--- config.mk ---
export PLATFORM = sky130hd
export DESIGN_NAME = vbts_mul
export DESIGN_NICKNAME = d
export VERILOG_FILES = /design/src/rtl/vbts_pkg.sv /design/src/rtl/vbts_mul.sv
export SDC_FILE = /design/constraint.sdc
export NUM_CORES = 2
export LEC_CHECK = 0
export ABC_AREA = 1
export BUFFER_PORTS_ARGS = -buffer_cell sky130_fd_sc_hd__buf_2
export CORE_MARGIN = 2
export CORE_UTILIZATION = 60
export DETAILED_ROUTE_END_ITERATION = 6
export PLACE_DENSITY_LB_ADDON = 0.08
export SLEW_MARGIN = 20
export SYNTH_ARGS = -nofsm -noshare
export SYNTH_HDL_FRONTEND = slang
export SYNTH_SLANG_ARGS = --single-unit
--- constraint.sdc ---
create_clock -name clk -period 8.1 [get_ports clk]
set_input_delay 0.405 -clock clk [delete_from_list [all_inputs] [get_ports clk]]
set_output_delay 0.405 -clock clk [all_outputs]
set_load 0.01 [all_outputs]
--- src/rtl/vbts_pkg.sv ---
// ----------------------------------------------------------------------------
// vbts_pkg
// Shared types and constants for the volatility band trade signal block.
// ----------------------------------------------------------------------------
package vbts_pkg;

  // Default window length of the sample ring
  localparam int WINDOW_DEF = 30;

  // Field widths
  localparam int SAMPLE_W   = 24;
  localparam int LIQ_W      = 32;
  localparam int COST_W     = 23;
  localparam int GAIN_W     = 32;
  localparam int SIZE_W     = 31;
  localparam int SCALE_W    = 16;
  localparam int ACTION_W   = 2;
  localparam int MUL_W      = 32;

  // Configuration port
  localparam int CFG_IDX_W  = 3;
  localparam int CFG_DATA_W = 32;

  localparam logic [CFG_IDX_W-1:0] CFG_TRADE_COST      = 3'd0;
  localparam logic [CFG_IDX_W-1:0] CFG_DELAY_COST      = 3'd1;
  localparam logic [CFG_IDX_W-1:0] CFG_MIN_LIQUIDITY   = 3'd2;
  localparam logic [CFG_IDX_W-1:0] CFG_SIZE_GAIN       = 3'd3;
  localparam logic [CFG_IDX_W-1:0] CFG_SIZE_LIMIT      = 3'd4;
  localparam logic [CFG_IDX_W-1:0] CFG_THRESHOLD_SCALE = 3'd5;

  // Register reset values
  localparam logic [GAIN_W-1:0]  SIZE_GAIN_RST       = 32'd65536;
  localparam logic [SIZE_W-1:0]  SIZE_LIMIT_RST      = 31'h7FFF_FFFF;
  localparam logic [SCALE_W-1:0] THRESHOLD_SCALE_RST = 16'd655;

  // Action codes
  localparam logic [ACTION_W-1:0] ACT_HOLD = 2'd0;
  localparam logic [ACTION_W-1:0] ACT_BUY  = 2'd1;
  localparam logic [ACTION_W-1:0] ACT_SELL = 2'd2;

  typedef struct packed {
    logic signed [SAMPLE_W-1:0] diff_sample;
    logic signed [SAMPLE_W-1:0] trend_value;
    logic        [LIQ_W-1:0]    available_liquidity;
  } in_item_t;

  typedef struct packed {
    logic [ACTION_W-1:0] action_code;
    logic [SIZE_W-1:0]   position_amount;
  } out_item_t;

  typedef struct packed {
    logic [COST_W-1:0]  trade_cost;
    logic [COST_W-1:0]  delay_cost;
    logic [LIQ_W-1:0]   min_liquidity;
    logic [GAIN_W-1:0]  size_gain;
    logic [SIZE_W-1:0]  size_limit;
    logic [SCALE_W-1:0] threshold_scale;
  } cfg_t;

endpackage

--- src/rtl/vbts_mul.sv ---
// ----------------------------------------------------------------------------
// vbts_mul
// Shared unsigned 32x32 multiplier with a registered product.
// ----------------------------------------------------------------------------
module vbts_mul (
  input  logic                           clk,
  input  logic [vbts_pkg::MUL_W-1:0]     op_a,
  input  logic [vbts_pkg::MUL_W-1:0]     op_b,
  output logic [2*vbts_pkg::MUL_W-1:0]   prod
);
  import vbts_pkg::*;

  logic [2*MUL_W-1:0] prod_r;

  always_ff @(posedge clk) begin
    prod_r <= (2*MUL_W)'(op_a) * (2*MUL_W)'(op_b);
  end

  assign prod = prod_r;

endmodule

==> Yosys cells after proc, flatten, opt, wreduce, memory -nomap -nowiden <==
Cells that the tools add are included.
{ "word_totals": {"output_inout_bits": 64, "reg_bits": 64, "input_bits": 65, "wordCells": 2} }
{ "op_classes": {"mul": 1} }
{ "op_table": {"columns": ["cell", "count"], "rows": [
  ["multiplier 32 x 32 -> 64 bit", 1]
]} }

==> Longest topological paths before layout <==
{ "depth": {"depth_word": 1, "depth_mapped": 30, "depth_no_buf": 29} }

==> Least setup slack after synthesis <==
Ideal clock, no wire load.
{ "synth_timing": {"path_kind": "input -> register", "startpoint": "input op_a[25] in the netlist's numbering", "endpoint": "register prod_r[60], in the netlist prod[60]", "t_arrival_ps": 6107, "t_required_ps": 7988, "slack_ps": 1881, "path_stages": 26, "setup_ps": 112, "path_buffers": 1, "path_cell_list": "clkbuf_1 > nand2_1 > fa_1 > inv_1 > fa_1 > inv_1 > fa_1 > inv_1 > fa_1 > fa_1 > fa_1 > fa_1 > inv_1 > fa_1 > inv_1 > ha_1 > nand2_1 > nand2_1 > a21oi_1 > nand2_1 > nand2_1 > nand2_1 > a21oi_1 > nand2_1 > nand2_1 > nand2_1"} }
{ "synth_via": {"elab_chain_cells": 1} }
{ "synth_rtl": {"columns": ["item", "line_no", "rtl"], "rows": [
  ["start: declaration", "vbts_mul.sv:7", "input logic [vbts_pkg::MUL_W-1:0] op_a,"],
  ["multiplier 32 x 32 -> 64 bit", "vbts_mul.sv:16", "prod_r <= (2*MUL_W)'(op_a) * (2*MUL_W)'(op_b);"],
  ["end signal: assignment", "vbts_mul.sv:16", null],
  ["end: declaration", "vbts_mul.sv:13", "logic [2*MUL_W-1:0] prod_r;"]
]} }
No other way between the ends.

==> Worst setup path after layout <==
{ "layout_timing": {"startpoint": "input op_a[15] in the netlist's numbering", "endpoint": "register prod_r[62], in the netlist prod[62]"} }
The elaborated chain is that of the path after synthesis.

==> results.md <==
* Fmax at 0.143 GHz
* Crit end category: flop
* Most frequent cells in the layout: 1723 x inv_1, 1566 x nand2_1, 896 x fa_1
* ANT nets after route at 0
* Yosys warning count at 0
* Max-cap violations at 0
* Worst hold start: op_a[0]
* Sequential share of the synthesized area at 3.43%
* Die W at 254 um
* M1 WL at 41600 um
* Fin nets at 6242
* Largest net degree at the start of global routing at 33
* Kind of critical path: in -> reg
* Gr usage total at 33.6%
* Clock root cell: clkbuf_16
* Uppermost routed layer: met5
* CTS clock-pin slew for the worst setup and hold paths at 50 ps
* First-pass GRT wire length at 166000 um
* Initial antenna violation count at 1
* Outcome: finished clean
* Post CTS Setup Buffer Count at 0
* Commonest non-fill, non-tap cell in the layout: inv_1
* Yosys top cell area share at 48.0%
* RSZ-0062 raised after global routing: no
* Vias in the first global route at 30800
* Syn Nets at 6247
* Slew Limit Headroom at 40.8%
* DP Area at 38700 sq um
* GRT overflow at 0
* WHS Endpoint: prod[0]
* Hold/Removal Path Class: in -> reg
* Largest cells by area after synthesis: fa_1 48%, inv_1 17%, nand2_1 16%
* Final Cycle Share at 86.6%
* Mapped Cells at 5023
* DRC at 0
* Dominant cell type by area after synthesis: fa_1
* TNS Setup at 0 ps
* Vias per cell at 5.03
* Mapped cell area at 37400 sq um
* Synth-to-Final Area Change at 4.23%
* Largest register FFs at 64
* CP cell instances: buf_2 > nand2_1 > inv_1 > fa_1 > fa_1 > inv_1 > fa_1 > fa_1 > inv_1 > fa_1 > fa_1 > fa_1 > fa_1 > ha_1 > nand2_1 > nor2_1 > inv_1 > nor2_1 > a21oi_1 > nand2_2 > nand2_1 > nand3_1 > nand2_1
* Final Core Density at 63.2%
* Synth Register Bits at 64
* DR WL met3 at 6300 um
* Layout cells sized above 1 at 5.02%
* CP startpoint kind: input port
* Critical path required time at 8330 ps
* Worst slew pin tran at 888 ps
* Final Hold Fails at 0
* Vert. Die Dim at 254 um
* Hold path depth at 4
* Critical path peak fanout at 32
* Floorplan core area at 61700 sq um
* Final WL at 102000 um
* Critical Path AT at 7250 ps
* CP top delay family: adder cells
* Crit path max-delay cell type: buf_2
* Final setup violation count at 0
* Netlist cell types at 23
* PortBufs at 128
* Io pins at 129
* Final Max Tran Viols at 0
* Row count at 91
* Max clock buf depth at 2
* Design Area, Final at 39000 sq um
* Routed length on met2 at 50500 um
* Fillers at 5803
* CP max stage delay at 640 ps
* Iteration-0 DRC Markers at 1944
* DR pass1 iterations at 6
* Most frequent CP cell: fa_1
* Clock Sinks at 64
* Syn_area_per_cell at 7.45 sq um
* Die Area at 64300 sq um
* Num CTS Buffers at 9
* Hold Buf Count CTS at 0
* H-tree depth at 3
* WL per Instance at 17.4 um
* Placer congestion estimate at 0.956
* Worst hold margin at 768 ps
* Crit path buf inv count at 5
* Post-CTS sizing at 0
* TritonCTS clock tree: yes
* Vias at 29400
* Initial Util at 60.6%
* Post-route minimum period at 7020 ps
* HPWL after DPL at 85100 um
[final cells by class]
| class | count | area, sq um | share of cell area (%) |
|---|---|---|---|
| inverters | 1735 | 6510 | 16.7 |
| clock buffers | 10 | 239 | 0.613 |
| clock inverters | 2 | 10.0 | 0.0257 |
| flip-flops and latches | 64 | 1280 | 3.29 |
| multi-input cells | 3032 | 28900 | 74.1 |
| diodes | 2 | 5.00 | 0.0128 |
| repair buffers | 176 | 1000 | 2.57 |
| well taps | 837 | 1050 | 2.69 |
[cell usage after synthesis]
cell type  count
a21oi_1       43
clkbuf_1     192
dfxtp_1       64
fa_1         896
ha_1         263
inv_1       1723
inv_2         12
nand2_1     1566
nand2_2       15
nand3_1       56
nand3_2        9
nand4_1       16
nor2_1        81
nor2_2        14
nor2_4         6
nor3_1        11
nor3_2         6
nor3_4         1
o21ai_0        2
o21bai_1      11
o21bai_2       1
xnor2_1        2
xor2_1        33
[stage by stage]
stage                     cells  worst slack [ps]
after CTS                  5856              1180
final                      5858              1080
after detailed placement   5844               818
after global placement     5844               898
after floorplan            5023              1880
after global routing       5856               823
[how the worst max path moves through the flow]
stage          cells after the start  endpoint  startpoint  slack (ps)
2_1_floorplan                     26  prod[60]    op_a[25]        1880
3_3_place_gp                      22  prod[52]     op_b[9]         900
3_5_place_dp                      27  prod[60]    op_b[11]         820
4_1_cts                           27  prod[60]    op_b[11]        1180
5_1_grt                           27  prod[60]    op_b[11]         820
6_report                          23  prod[62]    op_a[15]        1080
[cell families (layout without fill, tap and decap cells)]
family,after synthesis,in the layout,share of synthesized area [%]
other,0,2,0
AND/OR/NAND/NOR,1781,1781,18.8
adder cells (fa/ha/maj),1159,1159,56.8
buffers and inverters,1927,1923,19.3
AO/OA/AOI/OAI,57,57,0.853
XOR/XNOR,35,35,0.820
flip-flops,64,64,3.43
[routing by layer]
layer,track usage (%),vias to the layer above
met5,0,-
met4,10.5,2
li1,-,13600
met2,57.7,923
met3,4.35,216
met1,44.7,14700
Power is left out: the tool's default activity adds up to more than one toggle a clock period on the data nets, which glitch-free logic cannot reach.
