[src/rtl/vbts_pkg.sv]
// ----------------------------------------------------------------------------
// vbts_pkg
// Shared types and constants for the volatility band trade signal block.
// ----------------------------------------------------------------------------
package vbts_pkg;

  // Default window length of the sample ring
  localparam int WINDOW_DEF = 30;

  // Field widths
  localparam int SAMPLE_W   = 24;
  localparam int LIQ_W      = 32;
  localparam int COST_W     = 23;
  localparam int GAIN_W     = 32;
  localparam int SIZE_W     = 31;
  localparam int SCALE_W    = 16;
  localparam int ACTION_W   = 2;
  localparam int MUL_W      = 32;

  // Configuration port
  localparam int CFG_IDX_W  = 3;
  localparam int CFG_DATA_W = 32;

  localparam logic [CFG_IDX_W-1:0] CFG_TRADE_COST      = 3'd0;
  localparam logic [CFG_IDX_W-1:0] CFG_DELAY_COST      = 3'd1;
  localparam logic [CFG_IDX_W-1:0] CFG_MIN_LIQUIDITY   = 3'd2;
  localparam logic [CFG_IDX_W-1:0] CFG_SIZE_GAIN       = 3'd3;
  localparam logic [CFG_IDX_W-1:0] CFG_SIZE_LIMIT      = 3'd4;
  localparam logic [CFG_IDX_W-1:0] CFG_THRESHOLD_SCALE = 3'd5;

  // Register reset values
  localparam logic [GAIN_W-1:0]  SIZE_GAIN_RST       = 32'd65536;
  localparam logic [SIZE_W-1:0]  SIZE_LIMIT_RST      = 31'h7FFF_FFFF;
  localparam logic [SCALE_W-1:0] THRESHOLD_SCALE_RST = 16'd655;

  // Action codes
  localparam logic [ACTION_W-1:0] ACT_HOLD = 2'd0;
  localparam logic [ACTION_W-1:0] ACT_BUY  = 2'd1;
  localparam logic [ACTION_W-1:0] ACT_SELL = 2'd2;

  typedef struct packed {
    logic signed [SAMPLE_W-1:0] diff_sample;
    logic signed [SAMPLE_W-1:0] trend_value;
    logic        [LIQ_W-1:0]    available_liquidity;
  } in_item_t;

  typedef struct packed {
    logic [ACTION_W-1:0] action_code;
    logic [SIZE_W-1:0]   position_amount;
  } out_item_t;

  typedef struct packed {
    logic [COST_W-1:0]  trade_cost;
    logic [COST_W-1:0]  delay_cost;
    logic [LIQ_W-1:0]   min_liquidity;
    logic [GAIN_W-1:0]  size_gain;
    logic [SIZE_W-1:0]  size_limit;
    logic [SCALE_W-1:0] threshold_scale;
  } cfg_t;

endpackage

[src/rtl/vbts_ring.sv]
// ----------------------------------------------------------------------------
// vbts_ring
// Sample ring memory with write pointer; entries not yet written read as zero.
// ----------------------------------------------------------------------------
module vbts_ring #(
  parameter int WINDOW = vbts_pkg::WINDOW_DEF
) (
  input  logic                                clk,
  input  logic                                rst_n,
  input  logic                                rd_en,
  input  logic                                wr_en,
  input  logic signed [vbts_pkg::SAMPLE_W-1:0] wr_data,
  output logic signed [vbts_pkg::SAMPLE_W-1:0] rd_data
);
  import vbts_pkg::*;

  localparam int AW = $clog2(WINDOW);

  logic signed [SAMPLE_W-1:0] mem [WINDOW];
  logic [WINDOW-1:0]          vld_r;
  logic [AW-1:0]              wp_r;
  logic signed [SAMPLE_W-1:0] rdat_r;
  logic                       rvld_r;

  // Storage: synchronous write, registered read at the pointer
  always_ff @(posedge clk) begin
    if (wr_en) begin
      mem[wp_r] <= wr_data;
    end
    if (rd_en) begin
      rdat_r <= mem[wp_r];
    end
  end

  // Entry valid bits, pointer and read-valid flag
  always_ff @(posedge clk) begin
    if (!rst_n) begin
      vld_r  <= '0;
      wp_r   <= '0;
      rvld_r <= 1'b0;
    end else begin
      if (rd_en) begin
        rvld_r <= vld_r[wp_r];
      end
      if (wr_en) begin
        vld_r[wp_r] <= 1'b1;
        wp_r        <= (wp_r == AW'(WINDOW - 1)) ? '0 : wp_r + AW'(1);
      end
    end
  end

  assign rd_data = rvld_r ? rdat_r : '0;

endmodule

[config.mk]
export PLATFORM = sky130hd
export DESIGN_NAME = vbts_ring
export DESIGN_NICKNAME = d
export VERILOG_FILES = /design/src/rtl/vbts_pkg.sv /design/src/rtl/vbts_ring.sv
export SDC_FILE = /design/constraint.sdc
export NUM_CORES = 1
export LEC_CHECK = 0
export BUFFER_PORTS_ARGS = -buffer_cell sky130_fd_sc_hd__buf_2
export CAP_MARGIN = 25
export CELL_PAD_IN_SITES_DETAIL_PLACEMENT = 1
export CELL_PAD_IN_SITES_GLOBAL_PLACEMENT = 2
export CORE_MARGIN = 2
export CORE_UTILIZATION = 45
export DETAILED_ROUTE_END_ITERATION = 6
export GPL_ROUTABILITY_DRIVEN = 0
export PLACE_DENSITY = 0.83
export SETUP_SLACK_MARGIN = 0.1
export SYNTH_ARGS = -nofsm -noshare
export SYNTH_HDL_FRONTEND = slang
export SYNTH_SLANG_ARGS = --single-unit
[constraint.sdc]
create_clock -name clk -period 2.68 [get_ports clk]
set_input_delay 0.134 -clock clk [delete_from_list [all_inputs] [get_ports clk]]
set_output_delay 0.134 -clock clk [all_outputs]
set_load 0.1 [all_outputs]
======== Yosys cells after proc, flatten, opt, wreduce, memory -nomap -nowiden ========
Memories as Yosys holds them, arrays and structs flattened. A register that Yosys moved wholly into a read port is not among the register bits.
Cells that the tools add are included.
word-level totals
  logic and storage cells ................. 18
  memories kept ........................... 1
  RAM bits ................................ 720
  output and inout bits ................... 24
  input bits .............................. 28
  flip-flop bits (word level) ............. 36
operators by class
  eq/ne operators ......................... 1
  order comparisons ....................... 2
  bitwise gates (word level) .............. 1
  add/sub/neg operators ................... 1
  reductions and logical operators ........ 1
  muxes and demuxes ....................... 8
memory list
  memory  words  bits a word  read ports  clocked after memory_dff  write ports  RTL line         RTL
  mem     30     24           1           1                         1            vbts_ring.sv:19  logic signed [SAMPLE_W-1:0] mem [WINDOW];
operator list
  operator             count
  $or 30x30->30        1
  $mux 24              1
  $lt 5x6->1 const B   1
  $add 5x1->5 const B  1
  $bmux 1 s5           1
  $demux 1 s5          1
  $eq 5x5->1 const B   1
  $ge 5x1->1 const B   1
  $mux 5               1
  $mux 1               4
  $logic_and 1x1->1    1

======== Longest topological paths before layout ========
  word-level depth ........................ 5
  mapped depth ............................ 8
  mapped depth without buffers ............ 5

======== Worst setup path before layout ========
Ideal clock, no wire load.
  path kind ............................... reg2reg
  start point ............................. reg wp_r[1]
  end point ............................... mem mem[13][0] (enable)
  buffers on the path ..................... 2
  arrival time ............................ 2.234 ns
  library setup time ...................... 0.406 ns
  setup slack ............................. 0.039 ns
  data required time ...................... 2.274 ns
  stages on the path, launching flop included .. 7
  cell sequence ........................... dfxtp_1 -> buf_4 -> buf_2 -> inv_1 -> ha_1 -> nand2_1 -> nor2_1
RTL lines
  item                    RTL line         RTL
  start, declared         vbts_ring.sv:21  logic [AW-1:0] wp_r;
  start signal, assigned  vbts_ring.sv:47  wp_r <= (wp_r == AW'(WINDOW - 1)) ? '0 : wp_r + AW'(1);
  end, declared           vbts_ring.sv:19
Straight into the memory's write port.

======== Final worst setup path ========
  start point ............................. reg rvld_r
  end point ............................... out rd_data[4] (netlist bit)
between the ends
  cells in the longest elaborated chain, start to end .. 1
ends and longest elaborated chain
  item                    RTL line         RTL
  start, declared         vbts_ring.sv:23  logic rvld_r;
  start signal, assigned  vbts_ring.sv:43  rvld_r <= vld_r[wp_r];
  $mux 24                 vbts_ring.sv:52  assign rd_data = rvld_r ? rdat_r : '0;
  end, declared           vbts_ring.sv:13  output logic signed [vbts_pkg::SAMPLE_W-1:0] rd_data
No other way between the ends.

==> results.ini <==
[logic_synthesis]
ys.flop_type = edfxtp_1
ys_seq_elements = 780
yosysWarnings = 0
synth_cell_types = 39
synthArstFlopShare = 0
yosysTopAreaCell = edfxtp_1
syn_area_per_cell_um2 = 21.78
synth.area.top_cells = edfxtp_1 (76%), mux4_2 (13%), dfxtp_1 (2.4%)
synth_top_area_frac = 0.7588
synth_edf_count = 744
synthesis.area_um2 = 29440
seq_area_frac_synth = 0.7833
synth_cells = 1352
synthesis.nets = 1384

[cts]
cts-resized-gates = 0
path_clk_slew_ps = 60
clk_latency_ps = 660
clock_sinks = 780
cts_inserted_buffers = 80
h-tree-depth = 3
cts_tree = built
clockRootBuffer = clkbuf_16
clk_path_buf_depth = 3

[floorplanning]
fp.coreArea_um2 = 64580
rows = 93
die_width_um = 259.8
dieArea_um2 = 67490
io_pins = 52
start_util = 0.4559
fp.dieH_um = 259.8

[worst_hold_path]
hold_depth = 1
min_from = wr_data[0]
hp-class = input port to flop
hold_end = mem[9][0]

[routing]
vias = 15011
routedWlPerCell_um = 32.48
viasPerCell = 6.109
final_antenna_net_count = 0
drtIter0Drc = 1742
drt-pass1-iter-count = 5
drc_errors = 0
drt_wl_total_mm = 79.80

[global_routing]
grt.total_usage = 0.2424
grt_pass1_wl_mm = 115.3
grt_pass1_vias = 16044
grt.overflow.total = 0
grt_max_degree = 75
antenna_found_initial = 2

[finish]
fillers = 5635
final_common_cell = edfxtp_1
stdcell_area_um2 = 34360
final_cell_mix = edfxtp_1 (744), mux4_2 (170), buf_4 (82)
drive_gt1_frac = 0.2961
syn2layout_area_growth_pct = 16.69
final_util = 0.5320
num-nets-final = 1570

[placed_design]
place_ws_ps = 259.4
portBuffers = 51
place_hpwl_mm = 46.37
place_area_um2 = 31660

[timing]
fin_skew_ps = 39.52
fin_hold_ws_ps = 12.73
drv_slew = 0
rsz0062_at_grt = false
slew_headroom = 0.4332
min_period_over_period = 0.9141
setup_tns_ps = 0
min_period_ps = 2450
worst_slack_ps = 230.2
finalHoldViolCount = 0
fmax_mhz = 408.2
worst_pin_slew_ps = 845.6
setup_viol = 0

[setup_path]
cp.required_ps = 2550
critPathArrivalTime_ps = 2320
cp-end-kind = output pin
r2r_slack_ps = 300
regToRegStartpoint = wp_r[0]
worst-path-max-fanout = 10
path_class = flop to output pin
r2r_end = rdat_r[23]
cp-start-kind = flop
r2r_cells = 5

[power_and_ir_drop]
power_density_nw_per_um2 = 738.9
max-vdd-ir-drop_mv = 0.4794
p_leak_uw = 0.01074

[status]
status = complete, no violations

[flow_run]
cap_violations = 0

## repair_timing
item,CTS,global route
hold buffers,25,0
endpoints found under the hold margin,612,0
buffers inserted,0,0
endpoints found under the setup margin,0,0
## per-layer routing
metal	vias to the layer above	GRT usage	share of wire
met5	-	0	0
met4	0	0.09738	0.035
met3	165	0.04678	0.078
met2	717	0.3983	0.50
met1	8059	0.3201	0.39
li1	6070	-	-
## worst max-delay path by stage
stage | from | endpoint | slack (ps) | depth (start not counted)
after global routing | rvld_r | rd_data[6] | 160 | 3
after floorplan | wp_r[1] | mem[13][0] | 40 | 6
final | rvld_r | rd_data[4] | 230 | 3
after global placement | wp_r[0] | rdat_r[23] | 350 | 5
after detailed placement | wp_r[0] | rdat_r[23] | 260 | 5
after CTS | rvld_r | rd_data[6] | 160 | 3
## cell type report
class | count | area, um2 | area share
Clock inverter | 44 | 349.1 | 0.01016
Tap cell | 855 | 1070 | 0.03114
Clock buffer | 101 | 2091 | 0.06086
Inverter | 4 | 15.01 | 0.0004370
Multi-Input combinational cell | 493 | 6217 | 0.1810
Sequential cell | 780 | 23070 | 0.6715
Antenna cell | 1 | 2.502 | 0.00007284
Timing Repair Buffer | 179 | 1541 | 0.04487
## logic make-up after synthesis
group           synth area share
buf+inv                  0.01402
fa+ha+maj               0.001700
mux                       0.1424
simple gates             0.02414
flops                     0.7833
compound gates           0.03383
xor+xnor               0.0005951
## flip-flops by register name (all words and copies together), names as in the netlist
| register | flops |
|---|---|
| mem | 720 |
| vld_r | 30 |
| rdat_r | 24 |
| wp_r | 5 |
| rvld_r | 1 |
## critical path, stage by stage (launching register included)
cell,delay (ps)
dfxtp_1,680
buf_4,330
and2_1,220
buf_2,450
## through the flow
step	power (uW)	instances
6_report	25390	2457
5_1_grt	26060	2456
4_1_cts	25580	2456
3_5_place_dp	15190	2286
3_3_place_gp	15120	2286
2_1_floorplan	14640	1352
## power by group
part,switching [uW],internal [uW]
registers,53.9,13500
clock network,4660,5780
logic,853,576
total,5570,19800
## synthesized netlist by cell type (5+ instances only)
library cell,number
edfxtp_1,744
mux4_2,170
a22oi_1,72
nor2_1,56
dfxtp_1,36
mux2i_1,33
o21a_1,31
clkbuf_1,30
buf_2,27
a21oi_1,26
nand4_1,26
and2_1,25
buf_4,14
nand2_1,9
nand3_1,5
No activity file was read; power rests on OpenSTA's default activity.
