==> src/rtl/vbts_pkg.sv <==
// ----------------------------------------------------------------------------
// vbts_pkg
// Shared types and constants for the volatility band trade signal block.
// ----------------------------------------------------------------------------
package vbts_pkg;

  // Default window length of the sample ring
  localparam int WINDOW_DEF = 30;

  // Field widths
  localparam int SAMPLE_W   = 24;
  localparam int LIQ_W      = 32;
  localparam int COST_W     = 23;
  localparam int GAIN_W     = 32;
  localparam int SIZE_W     = 31;
  localparam int SCALE_W    = 16;
  localparam int ACTION_W   = 2;
  localparam int MUL_W      = 32;

  // Configuration port
  localparam int CFG_IDX_W  = 3;
  localparam int CFG_DATA_W = 32;

  localparam logic [CFG_IDX_W-1:0] CFG_TRADE_COST      = 3'd0;
  localparam logic [CFG_IDX_W-1:0] CFG_DELAY_COST      = 3'd1;
  localparam logic [CFG_IDX_W-1:0] CFG_MIN_LIQUIDITY   = 3'd2;
  localparam logic [CFG_IDX_W-1:0] CFG_SIZE_GAIN       = 3'd3;
  localparam logic [CFG_IDX_W-1:0] CFG_SIZE_LIMIT      = 3'd4;
  localparam logic [CFG_IDX_W-1:0] CFG_THRESHOLD_SCALE = 3'd5;

  // Register reset values
  localparam logic [GAIN_W-1:0]  SIZE_GAIN_RST       = 32'd65536;
  localparam logic [SIZE_W-1:0]  SIZE_LIMIT_RST      = 31'h7FFF_FFFF;
  localparam logic [SCALE_W-1:0] THRESHOLD_SCALE_RST = 16'd655;

  // Action codes
  localparam logic [ACTION_W-1:0] ACT_HOLD = 2'd0;
  localparam logic [ACTION_W-1:0] ACT_BUY  = 2'd1;
  localparam logic [ACTION_W-1:0] ACT_SELL = 2'd2;

  typedef struct packed {
    logic signed [SAMPLE_W-1:0] diff_sample;
    logic signed [SAMPLE_W-1:0] trend_value;
    logic        [LIQ_W-1:0]    available_liquidity;
  } in_item_t;

  typedef struct packed {
    logic [ACTION_W-1:0] action_code;
    logic [SIZE_W-1:0]   position_amount;
  } out_item_t;

  typedef struct packed {
    logic [COST_W-1:0]  trade_cost;
    logic [COST_W-1:0]  delay_cost;
    logic [LIQ_W-1:0]   min_liquidity;
    logic [GAIN_W-1:0]  size_gain;
    logic [SIZE_W-1:0]  size_limit;
    logic [SCALE_W-1:0] threshold_scale;
  } cfg_t;

endpackage

==> src/rtl/vbts_cfg.sv <==
// ----------------------------------------------------------------------------
// vbts_cfg
// Configuration register bank, written through a plain write port.
// ----------------------------------------------------------------------------
module vbts_cfg (
  input  logic                       clk,
  input  logic                       rst_n,
  input  logic                       cfg_we,
  input  logic [vbts_pkg::CFG_IDX_W-1:0]  cfg_index,
  input  logic [vbts_pkg::CFG_DATA_W-1:0] cfg_wdata,
  output vbts_pkg::cfg_t             cfg_o
);
  import vbts_pkg::*;

  cfg_t cfg_r;

  // Register writes; unknown indexes are dropped
  always_ff @(posedge clk) begin
    if (!rst_n) begin
      cfg_r.trade_cost      <= '0;
      cfg_r.delay_cost      <= '0;
      cfg_r.min_liquidity   <= '0;
      cfg_r.size_gain       <= SIZE_GAIN_RST;
      cfg_r.size_limit      <= SIZE_LIMIT_RST;
      cfg_r.threshold_scale <= THRESHOLD_SCALE_RST;
    end else if (cfg_we) begin
      unique case (cfg_index)
        CFG_TRADE_COST:      cfg_r.trade_cost      <= cfg_wdata[COST_W-1:0];
        CFG_DELAY_COST:      cfg_r.delay_cost      <= cfg_wdata[COST_W-1:0];
        CFG_MIN_LIQUIDITY:   cfg_r.min_liquidity   <= cfg_wdata[LIQ_W-1:0];
        CFG_SIZE_GAIN:       cfg_r.size_gain       <= cfg_wdata[GAIN_W-1:0];
        CFG_SIZE_LIMIT:      cfg_r.size_limit      <= cfg_wdata[SIZE_W-1:0];
        CFG_THRESHOLD_SCALE: cfg_r.threshold_scale <= cfg_wdata[SCALE_W-1:0];
        default: ;
      endcase
    end
  end

  assign cfg_o = cfg_r;

endmodule

==> config.mk <==
export PLATFORM = sky130hd
export DESIGN_NAME = vbts_cfg
export DESIGN_NICKNAME = d
export VERILOG_FILES = /design/src/rtl/vbts_pkg.sv /design/src/rtl/vbts_cfg.sv
export SDC_FILE = /design/constraint.sdc
export NUM_CORES = 1
export LEC_CHECK = 0
export BUFFER_PORTS_ARGS = -buffer_cell sky130_fd_sc_hd__buf_2
export CAP_MARGIN = 20
export CORE_UTILIZATION = 35
export DETAILED_ROUTE_END_ITERATION = 8
export SYNTH_ARGS = -nofsm -noshare
export SYNTH_HDL_FRONTEND = slang
export SYNTH_SLANG_ARGS = --single-unit
==> constraint.sdc <==
create_clock -name clk -period 1 [get_ports clk]
set_input_delay 0.05 -clock clk [delete_from_list [all_inputs] [get_ports clk]]
set_output_delay 0.05 -clock clk [all_outputs]
set_load 0.05 [all_outputs]
; Word level (Yosys, flattened, before mapping)
; Cells that the tools add are included.
[op_classes]
n_eq_ne = 5
n_reduce_logical = 7
[op_table]
columns = operator, n
row1 = $reduce_and A2 Y1, 6
row2 = $eq A3 B2 Y1 const B, 2
row3 = $eq A3 B3 Y1 const B, 2
row4 = $eq A3 B1 Y1 const B, 1
row5 = $logic_not A3 Y1, 1
[totals]
ff_bits = 157
input_bits = 38
out_inout_bits = 157
word_cells = 18

; Longest topological paths before layout
[depth]
ltp_word = 2
ltp_mapped = 4
mapped_depth_nobuf = 2

; Least setup slack after synthesis
; OpenSTA, ideal clock, no wires.
[synth_timing]
path_kind = input port to flip-flop
start = input cfg_index[1] in the netlist's numbering
end = register cfg_r (netlist bit cfg_o[138])
arrival_ns = 0.866
required_time_ns = 0.928
path_slack_ns = 0.062
cell_stages = 3
n_path_buf = 1
path_cell_list = nor4b_4 buf_6 mux2i_1
[synth_via]
elab_chain_len = 2
[synth_lines]
columns = item, line
row1 = from (decl), vbts_cfg.sv:9  ; input logic [vbts_pkg::CFG_IDX_W-1:0] cfg_index,
row2 = $logic_not A3 Y1, vbts_cfg.sv:27  ; unique case (cfg_index)
row3 = $reduce_and A2 Y1 (no line), n/a
row4 = to (decl), vbts_cfg.sv:15  ; cfg_t cfg_r;
; Every way passes these cells.
; A chain may end at the register's enable or synchronous reset.

; Final worst setup path
[layout_timing]
start = register cfg_r (netlist bit cfg_o[137])
end = output cfg_o[137] in the netlist's numbering
[layout_lines]
columns = item, line
row1 = to (decl), vbts_cfg.sv:11  ; output vbts_pkg::cfg_t cfg_o
; No word-level cell between the ends.

==> results.py <==
metrics = {
    "run_status": {
        "run_status": "finished, final reports clean",
    },
    "synthesis": {
        "mux_contribution_to_synthesized_area_pct": 25.9,
        "synthesis.nets": 620,
        "largest_family_of_logic_cells_by_synthesized_area": "multiplexers",
        "synth-simple-area-share_pct": 17.9,
        "synth_warnings": 0,
        "syn_avg_cell_area_um2": 10.4,
        "synth_compound_gate_area_share_pct": 0,
        "yosysSeqAreaShare_pct": 51.9,
        "adder_cell_area_share_of_the_yosys_netlist_pct": 0,
        "syn_inst": 582,
        "synth_xor_xnor_area_share_pct": 0,
        "synth.ff_latch_count": 157,
        "post_synth_num_cell_types": 13,
        "syn_area_um2": 6060,
    },
    "sta": {
        "fmax_mhz": 1020,
        "period_share_pct": 97.9,
        "finalSetupViolCount": 0,
        "worst_pin_slew_ns": 0.286,
        "slew_limit_fails": 0,
        "finalHoldViolations": 0,
        "maxSlewHeadroom_pct": 80.9,
        "skew_ns": 0,
        "finalCriticalPeriod_ns": 0.979,
        "finalWorstSetupSlack_ns": 0.0206,
        "grt_setup_unrepaired": "true",
    },
    "floorplan": {
        "design.die.area_um2": 17800,
        "core_region_area_um2": 16800,
        "floorplan.die.height_um": 134,
        "floorplan.die.width_um": 134,
        "start_util_pct": 36.2,
        "floorplan.rows": 47,
        "top_level_ports": 195,
    },
    "global_routing": {
        "antenna_violations_before_repair": 0,
        "first_global_vias": 4973,
        "pin_count_of_the_biggest_net_entering_global_routing": 48,
        "first_pass_grt_wire_length_um": 26000,
        "track_usage_pct": 18.8,
        "gr-total-overflow": 0,
    },
    "final_layout": {
        "diodes": 0,
        "largest_register_ffs": 157,
        "area_delta_synth_final_pct": 57.8,
        "post_route_cells_drive_above_1_share_pct": 48.7,
        "layout.cells.non_filler": 1044,
        "nets": 849,
    },
    "worst_setup_path": {
        "worstSetupStartpointType": "flop",
        "critical_path.n_buffers_inverters": 1,
        "cp_slowest_stage_delay_ns": 0.35,
        "ff2ff_setup_slack_ns": 0.30,
        "timing.critical_path.slowest_stage_cell": "sky130_fd_sc_hd__dfxtp_2",
        "path_cells": "buf_6",
        "criticalPathCategory": "flop to primary output",
        "critPathCaptureType": "primary output",
        "crit_path_max_fanout": 2,
        "arrival_ns": 0.93,
        "family_of_cells_with_the_greatest_summed_delay_on_the_critical_path": "flip-flops",
        "crit_required_ns": 0.95,
    },
    "power": {
        "p_leak_nw": 4.25,
        "design_power_total_mw": 14.5,
        "ir_drop_uv": 1210,
        "power_per_cell_area_nw_per_um2": 1520,
    },
    "drt": {
        "final_antenna_net_count": 0,
        "post_drt_via_cell_ratio": 4.64,
        "totalWireLength_um": 16700,
        "drt_iter0_markers": 173,
        "routed_wire_length_per_instance_um": 16.0,
        "via_count": 4846,
        "drt_pre_antenna_iters": 6,
        "post-route-drc-count": 0,
    },
    "clock_network": {
        "worst_skew_pair.late_latency_ns": 0.41,
        "clock-sinks": 157,
        "clk_transition_reported_paths_ns": 0.06,
        "cts_buffers": 17,
        "tritoncts": "built",
        "clock-root-buffer": "sky130_fd_sc_hd__clkbuf_16",
        "ctsHtreeMaxLevel": 4,
        "ctsLongestPathBuffers": 2,
    },
    "place": {
        "gp_congestion": 0.807,
        "hpwl_um": 11300,
        "dp_worst_setup_slack_ns": -0.101,
        "dpl.cell_count": 977,
        "number_of_input_and_output_port_buffers_inserted": 194,
    },
    "hold_path": {
        "min_path_type": "input port to flop",
    },
    "run": {
        "max_cap_viol_count": 0,
    },
}
## per-stage QoR
stage	utilization [%]	hold slack, ns	area (um2)	TNS [ns]
6_report	57.1	0.0524	9560	0
5_1_grt	57.1	0.0554	9560	-0.0372
4_1_cts	56.1	0.0399	9410	0
3_5_place_dp	44.3	0.331	7420	-4.46
3_3_place_gp	44.3	0.322	7420	-1.99
2_1_floorplan	-	0.211	6060	0
## cells in the final DEF (no fill, tap or decap)
master / count
sky130_fd_sc_hd__nor4b_4: 1
sky130_fd_sc_hd__nor2b_1: 69
sky130_fd_sc_hd__mux2i_1: 157
sky130_fd_sc_hd__clkbuf_8: 1
sky130_fd_sc_hd__bufinv_16: 2
sky130_fd_sc_hd__buf_2: 36
sky130_fd_sc_hd__nand4b_1: 1
sky130_fd_sc_hd__dfxtp_1: 7
sky130_fd_sc_hd__inv_6: 1
sky130_fd_sc_hd__clkinv_2: 3
sky130_fd_sc_hd__nand2_1: 151
sky130_fd_sc_hd__buf_4: 10
sky130_fd_sc_hd__buf_8: 13
sky130_fd_sc_hd__and4bb_2: 2
sky130_fd_sc_hd__buf_12: 14
sky130_fd_sc_hd__nand4bb_4: 1
sky130_fd_sc_hd__clkbuf_1: 4
sky130_fd_sc_hd__nand4b_4: 1
sky130_fd_sc_hd__dlygate4sd3_1: 34
sky130_fd_sc_hd__dfxtp_2: 148
sky130_fd_sc_hd__clkbuf_16: 17
sky130_fd_sc_hd__buf_6: 145
sky130_fd_sc_hd__clkinvlp_4: 4
sky130_fd_sc_hd__dfxtp_4: 2
## layer usage
layer | track usage (%) | up-vias | share of wire (%) | routed length (um)
met5 | 0 | - | 0 | 0
met4 | 6.88 | 0 | 1.7 | 280
met3 | 6.66 | 24 | 7.6 | 1270
met2 | 32.3 | 175 | 49 | 8140
met1 | 21.3 | 2280 | 42 | 7060
li1 | - | 2367 | - | -
## report_power, final
part | internal, mW | leakage, nW | switching [mW] | total (mW)
sequential | 6.42 | 1.31 | 0.108 | 6.52
combinational | 0.717 | 2.67 | 1.02 | 1.73
clock | 3.73 | 0.267 | 2.51 | 6.24
total | 10.9 | 4.25 | 3.63 | 14.5
## cells in the mapped netlist
cell                          n  share of area, %
sky130_fd_sc_hd__dfxtp_1    157                52
sky130_fd_sc_hd__mux2i_1    157                26
sky130_fd_sc_hd__nand2_1    151               9.4
sky130_fd_sc_hd__nor2b_1     69               7.1
sky130_fd_sc_hd__clkbuf_1    19               1.2
sky130_fd_sc_hd__buf_6        9               1.7
sky130_fd_sc_hd__buf_4        8              0.99
sky130_fd_sc_hd__buf_2        6              0.50
sky130_fd_sc_hd__and4bb_2     2              0.41
sky130_fd_sc_hd__nand4b_1     1              0.14
sky130_fd_sc_hd__nand4b_2     1              0.25
sky130_fd_sc_hd__nand4bb_1    1              0.19
sky130_fd_sc_hd__nor4b_4      1              0.39
## cells by family after synthesis
logic type             after synthesis
buffers and inverters               42
flip-flops                         157
multiplexers                       157
AND/OR/NAND/NOR                    226
## path summary, 6_finish.rpt
check / endpoint / start / cells past startpoint
min: cfg_o[43]$_SDFFE_PN1P_ / rst_n / 3
max: cfg_o[137] / cfg_o[137]$_SDFFE_PN0P_ / 1
max reg2reg: cfg_o[81]$_SDFFE_PN0P_ / cfg_o[81]$_SDFFE_PN0P_ / 3
min reg2reg: cfg_o[102]$_SDFFE_PN0P_ / cfg_o[102]$_SDFFE_PN0P_ / 2
## layout make-up
type,instances,area (um2)
Multi-Input combinational cell,383,2680
Clock buffer,22,454
Sequential cell,157,3340
Clock inverter,10,114
Timing Repair Buffer,252,2700
Tap cell,220,275
Fill cell,1387,7200
## timing repair
action / 4_1_cts / 5_1_grt
buffers inserted: 0 / 1
gates resized for setup: 396 / 83
pin swaps: 0 / 0
endpoints found under the hold margin: 61 / 0
endpoints found under the setup margin: 157 / 79
hold buffers: 34 / 0
No activity file was read; power rests on OpenSTA's default activity.
